===== config.mk =====
export PLATFORM = sky130hd
export DESIGN_NAME = hsv_to_rgb_converter_top
export DESIGN_NICKNAME = d
export VERILOG_FILES = /design/src/rtl/hsv2rgb_pkg.sv /design/src/rtl/hsv2rgb_clamp.sv /design/src/rtl/hsv2rgb_chroma.sv /design/src/rtl/hsv2rgb_mix.sv /design/src/rtl/hsv2rgb_place.sv /design/src/rtl/hsv_to_rgb_converter_top.sv
export SDC_FILE = /design/constraint.sdc
export NUM_CORES = 2
export LEC_CHECK = 0
export ABC_AREA = 1
export BUFFER_PORTS_ARGS = -buffer_cell sky130_fd_sc_hd__buf_2
export CAP_MARGIN = 15
export CORE_MARGIN = 2
export CORE_UTILIZATION = 61
export CTS_BUF_LIST = sky130_fd_sc_hd__clkbuf_8 sky130_fd_sc_hd__clkbuf_16
export CTS_CLUSTER_DIAMETER = 40
export DETAILED_ROUTE_END_ITERATION = 8
export PLACE_DENSITY_LB_ADDON = 0.3
export SLEW_MARGIN = 30
export SYNTH_ARGS = -nofsm -noshare
export SYNTH_HDL_FRONTEND = slang
export SYNTH_SLANG_ARGS = --single-unit

===== constraint.sdc =====
create_clock -name clk_i -period 8.7 [get_ports clk_i]
set_input_delay 0.87 -clock clk_i [delete_from_list [all_inputs] [get_ports clk_i]]
set_output_delay 0.87 -clock clk_i [all_outputs]
set_load 0.01 [all_outputs]

===== src/rtl/hsv2rgb_pkg.sv =====
`timescale 1ns / 1ps
// ----------------------------------------------------------------------------
// hsv2rgb_pkg
// Shared widths, limits and hue sector codes for the HSV to RGB converter.
// ----------------------------------------------------------------------------
package hsv2rgb_pkg;

  // Fixed field widths
  localparam int IN_W  = 18;
  localparam int OUT_W = 17;

  localparam logic [OUT_W-1:0] OUT_MAX = '1;

  typedef logic [2:0] sector_t;

  // Hue sectors, in order around the wheel
  localparam sector_t SECT_RED_YEL = 3'd0;
  localparam sector_t SECT_YEL_GRN = 3'd1;
  localparam sector_t SECT_GRN_CYN = 3'd2;
  localparam sector_t SECT_CYN_BLU = 3'd3;
  localparam sector_t SECT_BLU_MAG = 3'd4;
  localparam sector_t SECT_MAG_RED = 3'd5;

endpackage


===== src/rtl/hsv2rgb_clamp.sv =====
`timescale 1ns / 1ps
// ----------------------------------------------------------------------------
// hsv2rgb_clamp
// Stage 1: clamps hue, saturation and value to 0..ONE and registers them.
// ----------------------------------------------------------------------------
module hsv2rgb_clamp #(
  parameter int FRAC_BITS = 16
) (
  input  logic                           clk_i,
  input  logic                           rst_ni,
  input  logic                           en_i,
  input  logic                           valid_i,
  input  logic [hsv2rgb_pkg::IN_W-1:0]   hue_i,
  input  logic [hsv2rgb_pkg::IN_W-1:0]   sat_i,
  input  logic [hsv2rgb_pkg::IN_W-1:0]   val_i,
  output logic                           valid_o,
  output logic [FRAC_BITS:0]             hue_o,
  output logic [FRAC_BITS:0]             sat_o,
  output logic [FRAC_BITS:0]             val_o
);
  import hsv2rgb_pkg::*;

  localparam int CW   = FRAC_BITS + 1;
  localparam int CMPW = (CW > IN_W) ? CW : IN_W;

  localparam logic [CMPW-1:0] ONE_EXT = CMPW'(1) << FRAC_BITS;

  function automatic logic [CW-1:0] clamp_unit(input logic [IN_W-1:0] raw);
    logic [CMPW-1:0] ext;
    ext = CMPW'(raw);
    if (raw[IN_W-1]) begin
      clamp_unit = '0;
    end else if (ext > ONE_EXT) begin
      clamp_unit = ONE_EXT[CW-1:0];
    end else begin
      clamp_unit = ext[CW-1:0];
    end
  endfunction

  logic          valid_q;
  logic [CW-1:0] hue_q, sat_q, val_q;

  always_ff @(posedge clk_i or negedge rst_ni) begin
    if (!rst_ni) begin
      valid_q <= 1'b0;
    end else if (en_i) begin
      valid_q <= valid_i;
    end
  end

  always_ff @(posedge clk_i) begin
    if (en_i) begin
      hue_q <= clamp_unit(hue_i);
      sat_q <= clamp_unit(sat_i);
      val_q <= clamp_unit(val_i);
    end
  end

  assign valid_o = valid_q;
  assign hue_o   = hue_q;
  assign sat_o   = sat_q;
  assign val_o   = val_q;

endmodule


===== src/rtl/hsv2rgb_chroma.sv =====
`timescale 1ns / 1ps
// ----------------------------------------------------------------------------
// hsv2rgb_chroma
// Stage 2: chroma c = v*s, hue sector and the weight ONE - |hp mod 2 - 1|.
// ----------------------------------------------------------------------------
module hsv2rgb_chroma #(
  parameter int FRAC_BITS = 16
) (
  input  logic                  clk_i,
  input  logic                  rst_ni,
  input  logic                  en_i,
  input  logic                  valid_i,
  input  logic [FRAC_BITS:0]    hue_i,
  input  logic [FRAC_BITS:0]    sat_i,
  input  logic [FRAC_BITS:0]    val_i,
  output logic                  valid_o,
  output logic [FRAC_BITS:0]    chroma_o,
  output logic [FRAC_BITS:0]    val_o,
  output logic [FRAC_BITS:0]    weight_o,
  output hsv2rgb_pkg::sector_t  sector_o
);
  import hsv2rgb_pkg::*;

  localparam int CW = FRAC_BITS + 1;
  localparam int HW = CW + 3;

  localparam logic [CW-1:0] ONE = CW'(1) << FRAC_BITS;

  logic [2*CW-1:0] prod;
  logic [HW-1:0]   hp;
  logic [3:0]      sect_raw;
  logic [CW-1:0]   frac2;    // hp mod 2*ONE
  logic [CW-1:0]   hue_dev;
  sector_t         sector_d;

  always_comb begin
    prod     = sat_i * val_i;
    hp       = HW'(hue_i) * HW'(6);
    sect_raw = hp[HW-1:FRAC_BITS];
    frac2    = hp[FRAC_BITS:0];
    hue_dev  = (frac2 >= ONE) ? (frac2 - ONE) : (ONE - frac2);
    // hue of exactly one lands in sector 6; fold into the last sector
    sector_d = (sect_raw > 4'(SECT_MAG_RED)) ? SECT_MAG_RED : sect_raw[2:0];
  end

  logic          valid_q;
  logic [CW-1:0] chroma_q, val_q, weight_q;
  sector_t       sector_q;

  always_ff @(posedge clk_i or negedge rst_ni) begin
    if (!rst_ni) begin
      valid_q <= 1'b0;
    end else if (en_i) begin
      valid_q <= valid_i;
    end
  end

  always_ff @(posedge clk_i) begin
    if (en_i) begin
      chroma_q <= prod[FRAC_BITS +: CW];
      val_q    <= val_i;
      weight_q <= ONE - hue_dev;
      sector_q <= sector_d;
    end
  end

  assign valid_o  = valid_q;
  assign chroma_o = chroma_q;
  assign val_o    = val_q;
  assign weight_o = weight_q;
  assign sector_o = sector_q;

endmodule


===== src/rtl/hsv2rgb_mix.sv =====
`timescale 1ns / 1ps
// ----------------------------------------------------------------------------
// hsv2rgb_mix
// Stage 3: second component x = c*weight and offset m = v - c.
// ----------------------------------------------------------------------------
module hsv2rgb_mix #(
  parameter int FRAC_BITS = 16
) (
  input  logic                  clk_i,
  input  logic                  rst_ni,
  input  logic                  en_i,
  input  logic                  valid_i,
  input  logic [FRAC_BITS:0]    chroma_i,
  input  logic [FRAC_BITS:0]    val_i,
  input  logic [FRAC_BITS:0]    weight_i,
  input  hsv2rgb_pkg::sector_t  sector_i,
  output logic                  valid_o,
  output logic [FRAC_BITS:0]    chroma_o,
  output logic [FRAC_BITS:0]    second_o,
  output logic [FRAC_BITS:0]    offset_o,
  output hsv2rgb_pkg::sector_t  sector_o
);
  import hsv2rgb_pkg::*;

  localparam int CW = FRAC_BITS + 1;

  logic [2*CW-1:0] prod;

  assign prod = chroma_i * weight_i;

  logic          valid_q;
  logic [CW-1:0] chroma_q, second_q, offset_q;
  sector_t       sector_q;

  always_ff @(posedge clk_i or negedge rst_ni) begin
    if (!rst_ni) begin
      valid_q <= 1'b0;
    end else if (en_i) begin
      valid_q <= valid_i;
    end
  end

  always_ff @(posedge clk_i) begin
    if (en_i) begin
      chroma_q <= chroma_i;
      second_q <= prod[FRAC_BITS +: CW];
      offset_q <= val_i - chroma_i;  // c <= v, never negative
      sector_q <= sector_i;
    end
  end

  assign valid_o  = valid_q;
  assign chroma_o = chroma_q;
  assign second_o = second_q;
  assign offset_o = offset_q;
  assign sector_o = sector_q;

endmodule


===== src/rtl/hsv2rgb_place.sv =====
`timescale 1ns / 1ps
// ----------------------------------------------------------------------------
// hsv2rgb_place
// Stage 4: routes c and x to channels by sector, adds m, saturates, and
// holds the result in the output register.
// ----------------------------------------------------------------------------
module hsv2rgb_place #(
  parameter int FRAC_BITS = 16
) (
  input  logic                            clk_i,
  input  logic                            rst_ni,
  input  logic                            en_i,
  input  logic                            valid_i,
  input  logic [FRAC_BITS:0]              chroma_i,
  input  logic [FRAC_BITS:0]              second_i,
  input  logic [FRAC_BITS:0]              offset_i,
  input  hsv2rgb_pkg::sector_t            sector_i,
  output logic                            valid_o,
  output logic [hsv2rgb_pkg::OUT_W-1:0]   red_o,
  output logic [hsv2rgb_pkg::OUT_W-1:0]   green_o,
  output logic [hsv2rgb_pkg::OUT_W-1:0]   blue_o
);
  import hsv2rgb_pkg::*;

  localparam int CW = FRAC_BITS + 1;
  localparam int SW = (CW + 1 > OUT_W) ? CW + 1 : OUT_W;

  function automatic logic [OUT_W-1:0] add_sat(input logic [CW-1:0] a,
                                               input logic [CW-1:0] b);
    logic [SW-1:0] sum;
    sum = SW'(a) + SW'(b);
    add_sat = (sum > SW'(OUT_MAX)) ? OUT_MAX : sum[OUT_W-1:0];
  endfunction

  logic [CW-1:0] r1, g1, b1;

  always_comb begin
    case (sector_i)
      SECT_RED_YEL: begin r1 = chroma_i; g1 = second_i; b1 = '0;       end
      SECT_YEL_GRN: begin r1 = second_i; g1 = chroma_i; b1 = '0;       end
      SECT_GRN_CYN: begin r1 = '0;       g1 = chroma_i; b1 = second_i; end
      SECT_CYN_BLU: begin r1 = '0;       g1 = second_i; b1 = chroma_i; end
      SECT_BLU_MAG: begin r1 = second_i; g1 = '0;       b1 = chroma_i; end
      default:      begin r1 = chroma_i; g1 = '0;       b1 = second_i; end
    endcase
  end

  logic             valid_q;
  logic [OUT_W-1:0] red_q, green_q, blue_q;

  always_ff @(posedge clk_i or negedge rst_ni) begin
    if (!rst_ni) begin
      valid_q <= 1'b0;
    end else if (en_i) begin
      valid_q <= valid_i;
    end
  end

  always_ff @(posedge clk_i) begin
    if (en_i) begin
      red_q   <= add_sat(r1, offset_i);
      green_q <= add_sat(g1, offset_i);
      blue_q  <= add_sat(b1, offset_i);
    end
  end

  assign valid_o = valid_q;
  assign red_o   = red_q;
  assign green_o = green_q;
  assign blue_o  = blue_q;

endmodule


===== src/rtl/hsv_to_rgb_converter_top.sv =====
`timescale 1ns / 1ps
// ----------------------------------------------------------------------------
// hsv_to_rgb_converter_top
// Fixed-point HSV to RGB pixel converter, four-stage pipeline.
// ----------------------------------------------------------------------------
// Takes one pixel per clock, as long as the output side does not stall, and
// passes it through the clamp, chroma, mix and place stages. Hue, saturation
// and value are signed fixed point with FRAC_BITS fraction bits (ONE =
// 2**FRAC_BITS is 1.0), each clamped to 0..ONE; red, green and blue come out
// in the same scale, saturating at the 17-bit maximum. The two multipliers
// (chroma v*s, then x = c*weight) are each given a stage of their own, with
// a clamp stage before and a placement/add stage after. All
// stages advance together: a stall on the output holds the whole pipeline,
// and stall_o is raised only while a finished pixel waits at the output, so
// no pixel is lost or repeated. Products are truncated, never rounded.
// ----------------------------------------------------------------------------
module hsv_to_rgb_converter_top #(
  parameter int FRAC_BITS = 16  // 8..24
) (
  input  logic                          clk_i,
  input  logic                          rst_ni,
  // pixel in
  input  logic                          valid_i,
  output logic                          stall_o,
  input  logic [hsv2rgb_pkg::IN_W-1:0]  hue_i,
  input  logic [hsv2rgb_pkg::IN_W-1:0]  saturation_i,
  input  logic [hsv2rgb_pkg::IN_W-1:0]  brightness_i,
  // pixel out
  output logic                          valid_o,
  input  logic                          stall_i,
  output logic [hsv2rgb_pkg::OUT_W-1:0] red_o,
  output logic [hsv2rgb_pkg::OUT_W-1:0] green_o,
  output logic [hsv2rgb_pkg::OUT_W-1:0] blue_o
);
  import hsv2rgb_pkg::*;

  localparam int CW = FRAC_BITS + 1;

  // Largest legal channel value: ONE, or the 17-bit limit when ONE is wider
  localparam int LW = (CW > OUT_W) ? CW : OUT_W;
  localparam logic [LW-1:0] ONE_LW  = LW'(1) << FRAC_BITS;
  localparam logic [LW-1:0] OUT_LIM = (ONE_LW > LW'(OUT_MAX)) ? LW'(OUT_MAX) : ONE_LW;

  // Global advance: everything moves unless a finished pixel is held up.
  logic en;
  assign en      = !(valid_o && stall_i);
  assign stall_o = !en;

  // Stage 1 -> 2
  logic          s1_valid;
  logic [CW-1:0] s1_hue, s1_sat, s1_val;
  // Stage 2 -> 3
  logic          s2_valid;
  logic [CW-1:0] s2_chroma, s2_val, s2_weight;
  sector_t       s2_sector;
  // Stage 3 -> 4
  logic          s3_valid;
  logic [CW-1:0] s3_chroma, s3_second, s3_offset;
  sector_t       s3_sector;

  hsv2rgb_clamp #(.FRAC_BITS(FRAC_BITS)) u_clamp (
    .clk_i   (clk_i),
    .rst_ni  (rst_ni),
    .en_i    (en),
    .valid_i (valid_i),
    .hue_i   (hue_i),
    .sat_i   (saturation_i),
    .val_i   (brightness_i),
    .valid_o (s1_valid),
    .hue_o   (s1_hue),
    .sat_o   (s1_sat),
    .val_o   (s1_val)
  );

  hsv2rgb_chroma #(.FRAC_BITS(FRAC_BITS)) u_chroma (
    .clk_i    (clk_i),
    .rst_ni   (rst_ni),
    .en_i     (en),
    .valid_i  (s1_valid),
    .hue_i    (s1_hue),
    .sat_i    (s1_sat),
    .val_i    (s1_val),
    .valid_o  (s2_valid),
    .chroma_o (s2_chroma),
    .val_o    (s2_val),
    .weight_o (s2_weight),
    .sector_o (s2_sector)
  );

  hsv2rgb_mix #(.FRAC_BITS(FRAC_BITS)) u_mix (
    .clk_i    (clk_i),
    .rst_ni   (rst_ni),
    .en_i     (en),
    .valid_i  (s2_valid),
    .chroma_i (s2_chroma),
    .val_i    (s2_val),
    .weight_i (s2_weight),
    .sector_i (s2_sector),
    .valid_o  (s3_valid),
    .chroma_o (s3_chroma),
    .second_o (s3_second),
    .offset_o (s3_offset),
    .sector_o (s3_sector)
  );

  hsv2rgb_place #(.FRAC_BITS(FRAC_BITS)) u_place (
    .clk_i    (clk_i),
    .rst_ni   (rst_ni),
    .en_i     (en),
    .valid_i  (s3_valid),
    .chroma_i (s3_chroma),
    .second_i (s3_second),
    .offset_i (s3_offset),
    .sector_i (s3_sector),
    .valid_o  (valid_o),
    .red_o    (red_o),
    .green_o  (green_o),
    .blue_o   (blue_o)
  );

  // --------------------------------------------------------------------------
  // Assertions
  // --------------------------------------------------------------------------

  // Input is held off only by a waiting output pixel.
  a_stall_cause: assert property (@(posedge clk_i) disable iff (!rst_ni)
    stall_o |-> (valid_o && stall_i))
    else $error("stall_o raised without a held output pixel");

  // A pixel taken in reaches the output if no stall holds it on the way.
  a_latency: assert property (@(posedge clk_i) disable iff (!rst_ni)
    (valid_i && !stall_o) ##1 !stall_o ##1 !stall_o ##1 !stall_o |=> valid_o)
    else $error("accepted pixel did not reach the output");

  // Channels never exceed full intensity.
  a_range: assert property (@(posedge clk_i) disable iff (!rst_ni)
    valid_o |-> (LW'(red_o) <= OUT_LIM && LW'(green_o) <= OUT_LIM &&
                 LW'(blue_o) <= OUT_LIM))
    else $error("output channel above full intensity");

endmodule

==> results_dict.tcl <==
set metrics [dict create \
    antenna_cells 0 \
    gp_congestion 0.9501 \
    grt_overflow 0 \
    synth_fp_nets 4572 \
    start_util_pct 61.97 \
    grt_antenna_before_repair 0 \
    syn_inst 3782 \
    die_h_um 230.2 \
    core_um2 50380 \
    grt_pass1_wl_um 121600 \
    layout.nets 4589 \
    slowest_delay_ns 0.93 \
    critical-path-top-delay-family "adder cells" \
    status "finished, final reports clean" \
    crit_chain "nand2_1 -> fa_1 -> inv_1 -> fa_1 -> inv_1 -> fa_1 -> inv_1 -> fa_1 -> fa_1 -> inv_1 -> fa_1 -> inv_1 -> ha_1 -> a21oi_1 -> o21ai_0 -> a21oi_1 -> nand2_1 -> a31oi_1 -> o21ai_1 -> xor2_1" \
    die_area_um2 53000 \
    tightest_slew_ns 1.036 \
    synth_compound_area_share_pct 6.024 \
    syn_area_um2 31220 \
    gr-usage-all-layers_pct 28.61 \
    antenna_left 0 \
    regArea_um2 6376 \
    grt_pass1_vias 24670 \
    synthMuxAreaShare_pct 0 \
    cts.sinks 213 \
    cp_common_cell "fa_1" \
    tns_ns 0 \
    pin_count 111 \
    final_max_slew_viol_count 0 \
    ys_ff_latch 213 \
    syn2layout_area_growth_pct 7.310 \
    seq_area_frac_synth_pct 20.42 \
    dp_hpwl_um 56780 \
    period_minus_slack_ns 6.210 \
    port_buffers 110 \
    path_buf_inv 5 \
    cp_data_required_time_ns 9.01 \
    vias 23950 \
    yosysUniqueCellTypes 54 \
    rsz0062_at_grt "no" \
    viasPerCell 5.316 \
    drive_gt1_share_pct 6.785 \
    cts_root_buffer "clkbuf_16" \
    drc 0 \
    path_class "reg -> reg" \
    clk_latency_ns 0.56 \
    finalWirelength_um 72660 \
    finalCritPeriodShare_pct 71.37 \
    yosys_most_used_dff "edfxtp_1" \
    postPlaceCellArea_um2 32140 \
    numCtsBuffers 41 \
    finish.instance_area_um2 33500 \
    final.fill_count 4090 \
    synthSimpleGateAreaFrac_pct 16.49 \
    firstDrtPassIters 5 \
    cts_setup_buffers 0 \
    fmax_mhz 161.0 \
    drtIter0Drc 1782 \
    skew_ns 0.03303 \
    multi_input_area_um2 20510 \
    hold_violations 0 \
    async_reset_ff_share_pct 1.878 \
    htree_num_levels 2 \
    synth_warnings 0 \
    clk_transition_reported_paths_ns 0.06 \
    synth-xor-area-share_pct 3.395 \
    endpoint_kind "flop" \
    rows 82 \
    hold_path_class "in -> async" \
    cts_tree "yes" \
    critPathLaunchType "flop" \
    synth_fa_ha_area_share_pct 39.73 \
    cp.arrival_ns 6.52 \
    postCtsResizedCells 0 \
    syn_avg_cell_area_um2 8.255 \
    cp_max_fo 18 \
    hold_buffers 0 \
    synth_edf_count 209 \
    grt_max_degree 71 \
    relSlewSlack_pct 30.94 \
    setup_violations 0 \
    die_w_um 230.2 \
    slowest_stage "edfxtp_1" \
    clockBufferDepth 3 \
    wl_per_cell_um 16.13 \
    maxCapViolations 0 \
    synth_top_family_by_area "adder cells" \
]
synthesized netlist by cell type, drive strengths merged (5+ instances only):
master  instances  area share [%]
nor3           13            0.21
xnor2          51             1.4
ha            300              12
inv          1005              12
o22ai          35            0.70
o21a           11            0.26
nand2         932              12
a31oi          11            0.22
o21bai          8            0.19
edfxtp        209              20
fa            432              28
a21oi         148             2.4
xor2           70             2.0
nand4          27            0.54
clkbuf        142             1.7
a21boi          5            0.13
buf             5            0.14
nand3b          6            0.14
nor2          150             2.0
o21ai          82             1.4
nor4           11            0.22
o31ai           5            0.12
a21o            6            0.14
nand3          92             1.7
per-stage QoR:
stage | worst slack [ns] | utilization, % | hold WS (ns) | instances
global route | 2.131 | 66.50 | 0.1131 | 4504
CTS | 2.523 | 66.46 | 0.1002 | 4503
floorplan | 1.766 | - | 0.4003 | 3782
global placement | 2.601 | 63.74 | 0.4027 | 4426
finish | 2.490 | 66.50 | 0.1217 | 4504
detailed placement | 2.513 | 63.79 | 0.4066 | 4427
worst reg2reg max path, delay by kind of cell (launching register included):
| kind | cells | cell delay (ns) |
|---|---|---|
| AOI/OAI and AO/OA | 5 | 0.87 |
| xor gates and xnor gates | 1 | 0.15 |
| adders and majority gates | 7 | 3.44 |
| buffers and inverters | 5 | 0.25 |
| DFF | 1 | 0.93 |
| and+or+nand+nor | 2 | 0.33 |
cell usage in the layout, fill, tap and decap left out, drive strengths merged, types with 70 or more instances in the layout:
cell type / synthesis / routed
fa: 432 / 432
inv: 1005 / 1022
edfxtp: 209 / 209
xor2: 70 / 70
o21ai: 82 / 82
nand3: 92 / 92
nor2: 150 / 150
a21oi: 148 / 148
buf: 5 / 121
ha: 300 / 300
nand2: 932 / 932
final timing paths:
path,end,startpoint,slack (ns),depth (start not counted)
max in group asynchronous,u_mix.valid_o$_DFFE_PN0N_,rst_ni,8.46,1
worst max-delay path,u_mix.second_o[16]$_DFFE_PN_,u_chroma.chroma_o[5]$_DFFE_PN_,2.49,20
worst min register to register,u_mix.sector_o[0]$_DFFE_PN_,u_chroma.sector_o[0]$_SDFFCE_PN1N_,0.42,0
worst min-delay path,u_clamp.valid_o$_DFFE_PN0N_,rst_ni,0.12,1
worst max register to register,u_mix.second_o[16]$_DFFE_PN_,u_chroma.chroma_o[5]$_DFFE_PN_,2.49,20
min in group clk_i,u_mix.sector_o[0]$_DFFE_PN_,u_chroma.sector_o[0]$_SDFFCE_PN1N_,0.42,0
routing by layer:
metal	share of wire, %	global-route usage (%)	vias to the layer above	wire, um
met5	0	0	-	0
met4	4.5	11.73	0	3303
met3	9.0	6.560	216	6544
met2	46	47.06	966	33710
met1	40	36.62	11340	29100
li1	-	-	11430	-
flip-flops by register name, summed over array words and instances (netlist names):
name	count
u_clamp.val_o	17
u_mix.offset_o	17
u_place.green_o	17
u_place.blue_o	17
u_chroma.val_o	17
u_clamp.sat_o	17
u_mix.second_o	17
u_place.red_o	17
u_clamp.valid_o	1
u_clamp.hue_o	17
u_chroma.weight_o	16
u_chroma.chroma_o	17
u_mix.valid_o	1
u_chroma.sector_o	3
u_mix.chroma_o	17
u_chroma.valid_o	1
u_mix.sector_o	3
u_place.valid_o	1
area by class of cell:
class / instances / area share, %
multi-input combinational: 2416 / 61.23
inverter: 1006 / 11.27
clock buffer: 41 / 3.063
sequential: 213 / 19.03
clock inverter: 35 / 0.9449
timing repair buffer: 121 / 1.950
tap: 672 / 2.510
cells by family after synthesis:
logic type / after synthesis
AOI/OAI and AO/OA: 327
xor gates and xnor gates: 121
adders and majority gates: 732
buffers and inverters: 1153
DFF: 213
and+or+nand+nor: 1236
Power is left out: the tool's default activity adds up to more than one toggle a clock period on the data nets, which glitch-free logic cannot reach.
